**src/rtl/core/lfid_pkg.sv**
```systemverilog
// ----------------------------------------------------------------------------
// lfid_pkg
// Shared types and constants for the lowest-free-ID handle table.
// ----------------------------------------------------------------------------
package lfid_pkg;

  localparam int NUM_IDS     = 256;
  localparam int HANDLE_BITS = 32;
  localparam int ID_W        = 8;
  localparam int IDX_W       = $clog2(NUM_IDS);
  localparam int NF_W        = IDX_W + 1;
  localparam int GRP_SH      = 4;
  localparam int GRP_W       = 1 << GRP_SH;
  localparam int NUM_GRPS    = NUM_IDS / GRP_W;
  localparam int GRP_IDX_W   = IDX_W - GRP_SH;

  typedef enum logic [2:0] {
    OP_REGISTER = 3'd0,
    OP_LOOKUP   = 3'd1,
    OP_REMOVE   = 3'd2,
    OP_UNBLOCK  = 3'd3,
    OP_CLEAR    = 3'd4
  } op_t;

  typedef enum logic [1:0] {
    ST_OK        = 2'd0,
    ST_NOT_FOUND = 2'd1,
    ST_FULL      = 2'd2
  } status_t;

  typedef struct packed {
    logic [2:0]             operation;
    logic [ID_W-1:0]        entry_id;
    logic [HANDLE_BITS-1:0] handle_in;
  } in_item_t;

  typedef struct packed {
    status_t                status;
    logic [ID_W-1:0]        id_out;
    logic [HANDLE_BITS-1:0] handle_out;
    logic                   was_unblocked;
  } out_item_t;

  typedef struct packed {
    logic capture;
    logic exec;
    logic srch_grp;
    logic srch_bit;
    logic load_out;
  } ctrl_cmd_t;

  typedef struct packed {
    logic need_search;
    logic grp_found;
  } dp_stat_t;

endpackage

```
**src/rtl/core/lfid_ctrl.sv**
```systemverilog
// ----------------------------------------------------------------------------
// lfid_ctrl
// Sequencer: accept, execute, two-step free-ID search, result transfer.
// ----------------------------------------------------------------------------
module lfid_ctrl (
  input  logic               clk,
  input  logic               rst_n,
  input  logic               in_valid,
  output logic               in_stall,
  output logic               out_valid,
  input  logic               out_stall,
  input  lfid_pkg::dp_stat_t stat,
  output lfid_pkg::ctrl_cmd_t cmd
);
  import lfid_pkg::*;

  typedef enum logic [2:0] {
    S_IDLE,
    S_EXEC,
    S_SGRP,
    S_SBIT,
    S_DONE
  } state_t;

  state_t state_r, state_nxt;
  logic   out_valid_r, out_valid_nxt;

  always_comb begin
    cmd       = '0;
    state_nxt = state_r;
    case (state_r)
      S_IDLE: begin
        cmd.capture = in_valid;
        if (in_valid) state_nxt = S_EXEC;
      end
      S_EXEC: begin
        cmd.exec  = 1'b1;
        state_nxt = stat.need_search ? S_SGRP : S_DONE;
      end
      S_SGRP: begin
        cmd.srch_grp = 1'b1;
        state_nxt    = stat.grp_found ? S_SBIT : S_DONE;
      end
      S_SBIT: begin
        cmd.srch_bit = 1'b1;
        state_nxt    = S_DONE;
      end
      S_DONE: begin
        cmd.load_out = !out_valid_r || !out_stall;
        if (cmd.load_out) state_nxt = S_IDLE;
      end
      default: state_nxt = S_IDLE;
    endcase
    out_valid_nxt = cmd.load_out || (out_valid_r && out_stall);
  end

  always_ff @(posedge clk) begin
    if (!rst_n) begin
      state_r     <= S_IDLE;
      out_valid_r <= 1'b0;
    end else begin
      state_r     <= state_nxt;
      out_valid_r <= out_valid_nxt;
    end
  end

  assign in_stall  = (state_r != S_IDLE);
  assign out_valid = out_valid_r;

endmodule

```
**config.mk**
```make
export PLATFORM = sky130hd
export DESIGN_NAME = lfid_ctrl
export DESIGN_NICKNAME = d
export VERILOG_FILES = /design/src/rtl/core/lfid_pkg.sv /design/src/rtl/core/lfid_ctrl.sv
export SDC_FILE = /design/constraint.sdc
export NUM_CORES = 1
export LEC_CHECK = 0
export BUFFER_PORTS_ARGS = -buffer_cell sky130_fd_sc_hd__buf_2
export CORE_AREA = 5 5 42 44
export DETAILED_ROUTE_END_ITERATION = 10
export DIE_AREA = 0 0 47 49
export PLACE_DENSITY = 0.38
export SLEW_MARGIN = 15
export SYNTH_ARGS = -nofsm -noshare
export SYNTH_HDL_FRONTEND = slang
export SYNTH_SLANG_ARGS = --single-unit
export TNS_END_PERCENT = 1
```
**constraint.sdc**
```tcl
create_clock -name clk -period 1.8 [get_ports clk]
set_clock_uncertainty 0.05 [all_clocks]
set_input_delay 0.27 -clock clk [delete_from_list [all_inputs] [get_ports clk]]
set_output_delay 0.27 -clock clk [all_outputs]
set_load 0.05 [all_outputs]
```
==> results of run 1 <==
## how the worst min path moves through the flow
stage / slack [ns] / end / startpoint / cells after the start
2_1_floorplan: 0.35 / out_valid / out_stall / 2
3_3_place_gp: 0.44 / out_valid / out_valid / 2
3_5_place_dp: 0.43 / out_valid / out_valid / 2
4_1_cts: 0.23 / out_valid / out_stall / 3
5_1_grt: 0.25 / out_valid / out_stall / 3
6_report: 0.24 / out_valid / out_stall / 3
## where the power goes
part / leakage (nW) / internal, mW / switching (mW)
clock network: 0.0138 / 0.0746 / 0.0367
registers: 0.0326 / 0.0933 / 0.00764
logic: 0.106 / 0.0237 / 0.0477
total: 0.153 / 0.191 / 0.0920
## cells in the final DEF, fill, tap and decap left out, drive strengths merged, types with 2 or more instances in the layout
cell type | Yosys | routed
a21oi | 3 | 3
buf | 2 | 12
clkbuf | 0 | 3
dfxtp | 4 | 4
nand2 | 2 | 2
nand2b | 2 | 2
nand3b | 2 | 2
nor2 | 2 | 2
nor3b | 2 | 2
## routing by layer
layer | up-vias | routed length [um]
met4 | 0 | 0
li1 | 124 | -
met2 | 12 | 199
met1 | 91 | 265
met5 | - | 0
met3 | 0 | 94
## cells in the mapped netlist
cell	count	share of area, %
dfxtp_1	4	33
nor2_1	1	1.6
nand3_1	1	2.1
a21boi_1	1	3.1
nand2_1	2	3.1
nor3b_1	2	6.2
nand3b_1	2	6.2
nand2b_1	2	5.2
buf_6	1	4.7
buf_2	1	2.1
nor4b_1	1	3.6
and3b_2	1	4.2
nor2b_1	1	2.6
o22ai_1	1	2.6
or3_4	1	4.7
a21oi_1	3	6.2
nor2_2	1	2.6
inv_1	1	1.6
mux2i_1	1	4.2
## sequential cells by signal, summed over array words and instances, names as in the netlist
| name | count |
|---|---|
| state_r | 3 |
| out_valid | 1 |
## tightest hold or removal path: stages
cell and delay [ns]:
buf_2 0.11, nand2_1 0.05, a21boi_1 0.05
## stage by stage
step           setup slack, ns  cell area, um2
2_1_floorplan           -0.102             245
3_3_place_gp             0.373             309
3_5_place_dp             0.374             309
4_1_cts                  0.114             332
5_1_grt                 0.0857             332
6_report                 0.132             332
## cell type report
| cell class | instances | share of cell area (%) |
|---|---|---|
| well taps | 16 | 6.04 |
| multi-input cells | 21 | 43.8 |
| repair buffers | 12 | 18.1 |
| flip-flops and latches | 4 | 24.2 |
| inverters | 1 | 1.13 |
| clock buffers | 3 | 6.79 |
## kinds of logic after synthesis
| logic type | Yosys count | synth area share (%) |
|---|---|---|
| AO/OA/AOI/OAI | 5 | 12.0 |
| buffers and inverters | 3 | 8.33 |
| flip-flops | 4 | 33.3 |
| multiplexers | 1 | 4.17 |
| AND/OR/NAND/NOR | 15 | 42.2 |
==> out/metrics.yaml, run 1 <==
outcome: "finished clean"
firstDrtPassIters: 2
regArea_um2: 80.1
rsz0062_at_grt: "no"
cts_htree_levels: 1
p_leak_nw: 0.153
min_period_over_period_pct: 92.7
worstMarginPinSlew_ns: 0.292
final_nets: 49
dieArea_mm2: 0.00230
r2r-end: "state_r[0]"
fp-row-count: 14
slowest_delay_ns: 0.40
cts_tree: "yes"
hold_buffers: 0
grt.total_usage_pct: 5.49
use_met2_pct: 5.66
syn_inst: 28
wirelength_um: 559
grt_pass1_vias: 211
cp_max_fo: 9
clk_pin_slew_ns: 0.04
synth_nets: 34
ff2ff_setup_slack_ns: 0.80
busiest_layer: "met1"
tns_ns: 0
critPathLaunchType: "flop"
finalNonFillerCells: 57
synth-seq-cells: 4
cts_buffers: 3
post_cts_resized: 0
finish.utilization_pct: 23.7
crit_chain: "or3_4 > nor2_2 > buf_2"
relSlewSlack_pct: 80.5
yosysWarnings: 0
drc_errors: 0
io_pins: 13
design.core.area_mm2: 0.00140
p_total_uw: 283
critical_path_class: "flop to primary output"
place_congestion: 0.627
drive_gt1_share_pct: 46.3
initial_core_util_pct: 17.1
placed_cells: 54
reg2reg_depth: 2
synthToLayoutAreaGrowth_pct: 38.0
syn_area_per_cell_um2: 8.58
die_h_um: 49
root_buffer: "clkbuf_4"
clk_latency_ns: 0.24
diodes: 0
grt_max_degree: 11
cp_top_family: "simple AND/OR/NAND/NOR gates"
drt_iter0_drc: 4
crit_path_end: "cmd[4]"
wl_per_cell_um: 9.81
r2r-start: "state_r[1]"
grt_first_pass_wirelength_um: 883
power.density_mw_per_mm2: 855
setup_viol: 0
max-cap-violations: 0
finalHoldViolations: 0
endpoint_kind: "primary output"
ant_nets: 0
hold_path.class: "input port to flop"
portBuffers: 12
drv_slew: 0
cts.sinks: 4
die_w_um: 47
crit_start: "state_r[1]"
hold_ws_ns: 0.243
multi_input_area_um2: 145
cp.required_ns: 1.48
crit_slowest_cell: "or3_4"
grt-ovfl-total: 0
via_per_inst: 3.98
antenna_found_initial: 0
syn_area_um2: 240
worstPathArrival_ns: 1.35
crit_cells: 3
ir_drop_mv: 0.273
via_count: 227
clock_path_buffers: 2
synth.distinct_cells: 19
grtUsageMet1_pct: 7.44
globalRouteMet3Util_pct: 2.58
fillerInstances: 165
period_minus_slack_ns: 1.67
post-cts-setup-buffers: 0
path_buf_inv: 1
synth-seq-area-share_pct: 33.3
max_freq_mhz: 600
Power figures use the tool's default switching activity.
==> run 2, diff against run 1 <==
REMOVE_ABC_BUFFERS = 1   (was unset)
==> run 2 against run 1 <==
Net effect: clock-buffer cell count unchanged; sequential share of layout area up 0.37 points; via count up 4.8%; sequential power is essentially flat; hold slack gained 0.0089 ns; critical endpoint unchanged; largest cell class unchanged; largest power group unchanged.
==> out/metrics.yaml, run 2 (same netlist as run 1, synthesis figures left out) <==
ant_nets: 0
io_pins: 13
clk_latency_ns: 0.23
die_w_um: 47
post_cts_resized: 0
cts_buffers: 3
root_buffer: "clkbuf_4"
p_total_uw: 277
final_common_cell: "buf_2"
design.core.area_mm2: 0.00140
max-cap-violations: 0
wirelength_um: 547
worstMarginPinSlew_ns: 0.263
critical_path_class: "flop to primary output"
p_leak_nw: 0.149
fillerInstances: 167
via_count: 238
antenna_found_initial: 0
regMostFlops: "state_r"
initial_core_util_pct: 17.1
grt_first_pass_wirelength_um: 848
layout_common_cells: "12 x buf_2, 4 x dfxtp_1, 3 x a21oi_1, 3 x clkbuf_4"
diodes: 0
max_freq_mhz: 608
largest_reg_flops: 3
relSlewSlack_pct: 82.4
clock_path_buffers: 2
grt_max_degree: 11
die_h_um: 49
drive_gt1_share_pct: 43.9
outcome: "finished clean"
post-cts-setup-buffers: 0
clk_pin_slew_ns: 0.04
finish.utilization_pct: 23.3
tns_ns: 0
drc_errors: 0
power.density_mw_per_mm2: 850
wl_per_cell_um: 9.60
final_nets: 49
dieArea_mm2: 0.00230
portBuffers: 12
setup_viol: 0
critPathLaunchType: "flop"
cts.sinks: 4
drv_slew: 0
fp-row-count: 14
period_minus_slack_ns: 1.64
finalHoldViolations: 0
cts_htree_levels: 1
place_congestion: 0.616
hold_buffers: 0
drt_iter0_drc: 5
cp_max_fo: 9
rsz0062_at_grt: "no"
ir_drop_mv: 0.347
firstDrtPassIters: 2
cts_tree: "yes"
worstPathArrival_ns: 1.32
cp.required_ns: 1.48
grt_pass1_vias: 206
hold_path.class: "input port to flop"
synthToLayoutAreaGrowth_pct: 35.9
grt-ovfl-total: 0
min_period_over_period_pct: 91.3
endpoint_kind: "primary output"
via_per_inst: 4.18
grt.total_usage_pct: 5.35
run 2: cell counts in the layout (fill, tap and decap cells not counted):
No cell type changed its count.
run 2: final timing paths:
| path | from | end | slack [ns] | depth (start not counted) |
|---|---|---|---|---|
| worst max-delay path | state_r[1] | cmd[4] | 0.16 | 3 |
| worst min-delay path | out_stall | out_valid | 0.25 | 3 |
| worst max register to register | state_r[0] | state_r[2] | 0.85 | 3 |
| worst min register to register | out_valid | out_valid | 0.44 | 2 |
run 2: worst max-delay path, cell delays in order, from the launching register on:
cell,delay [ns]
dfxtp_1,0.37
or3_4,0.39
nor2_2,0.07
buf_2,0.26
run 2: power breakdown:
group / internal (mW) / leakage [nW] / switching [mW] / total [mW]
Sequential: 0.0933 / 0.0326 / 0.00723 / 0.101
Combinational: 0.0232 / 0.102 / 0.0475 / 0.0706
Clock: 0.0743 / 0.0138 / 0.0320 / 0.106
Total: 0.191 / 0.149 / 0.0867 / 0.277
run 2: layout make-up:
class	count	area [um2]	share of cell area, %
multi-input combinational	21	140	42.9
timing repair buffer	12	60.1	18.4
inverter	1	3.75	1.15
clock buffer	3	22.5	6.90
tap	16	20.0	6.13
sequential	4	80.1	24.5
run 2: metal layers:
layer  part of all wire, %  vias to the layer above  GRT usage [%]
met1                    48                      102           7.47
met3                    15                        0           2.58
met5                     0                        -              0
met4                     0                        0           5.53
li1                      -                      124              -
met2                    37                       12           5.20
run 2: through the flow:
stage               instances  hold slack, ns  worst slack, ns  instance area, um2
CTS                        57           0.245            0.139                 327
floorplan                  26           0.355           -0.131                 224
detailed placement         54           0.438            0.391                 304
global placement           54           0.441            0.395                 304
finish                     57           0.252            0.156                 327
global route               57           0.254            0.106                 327
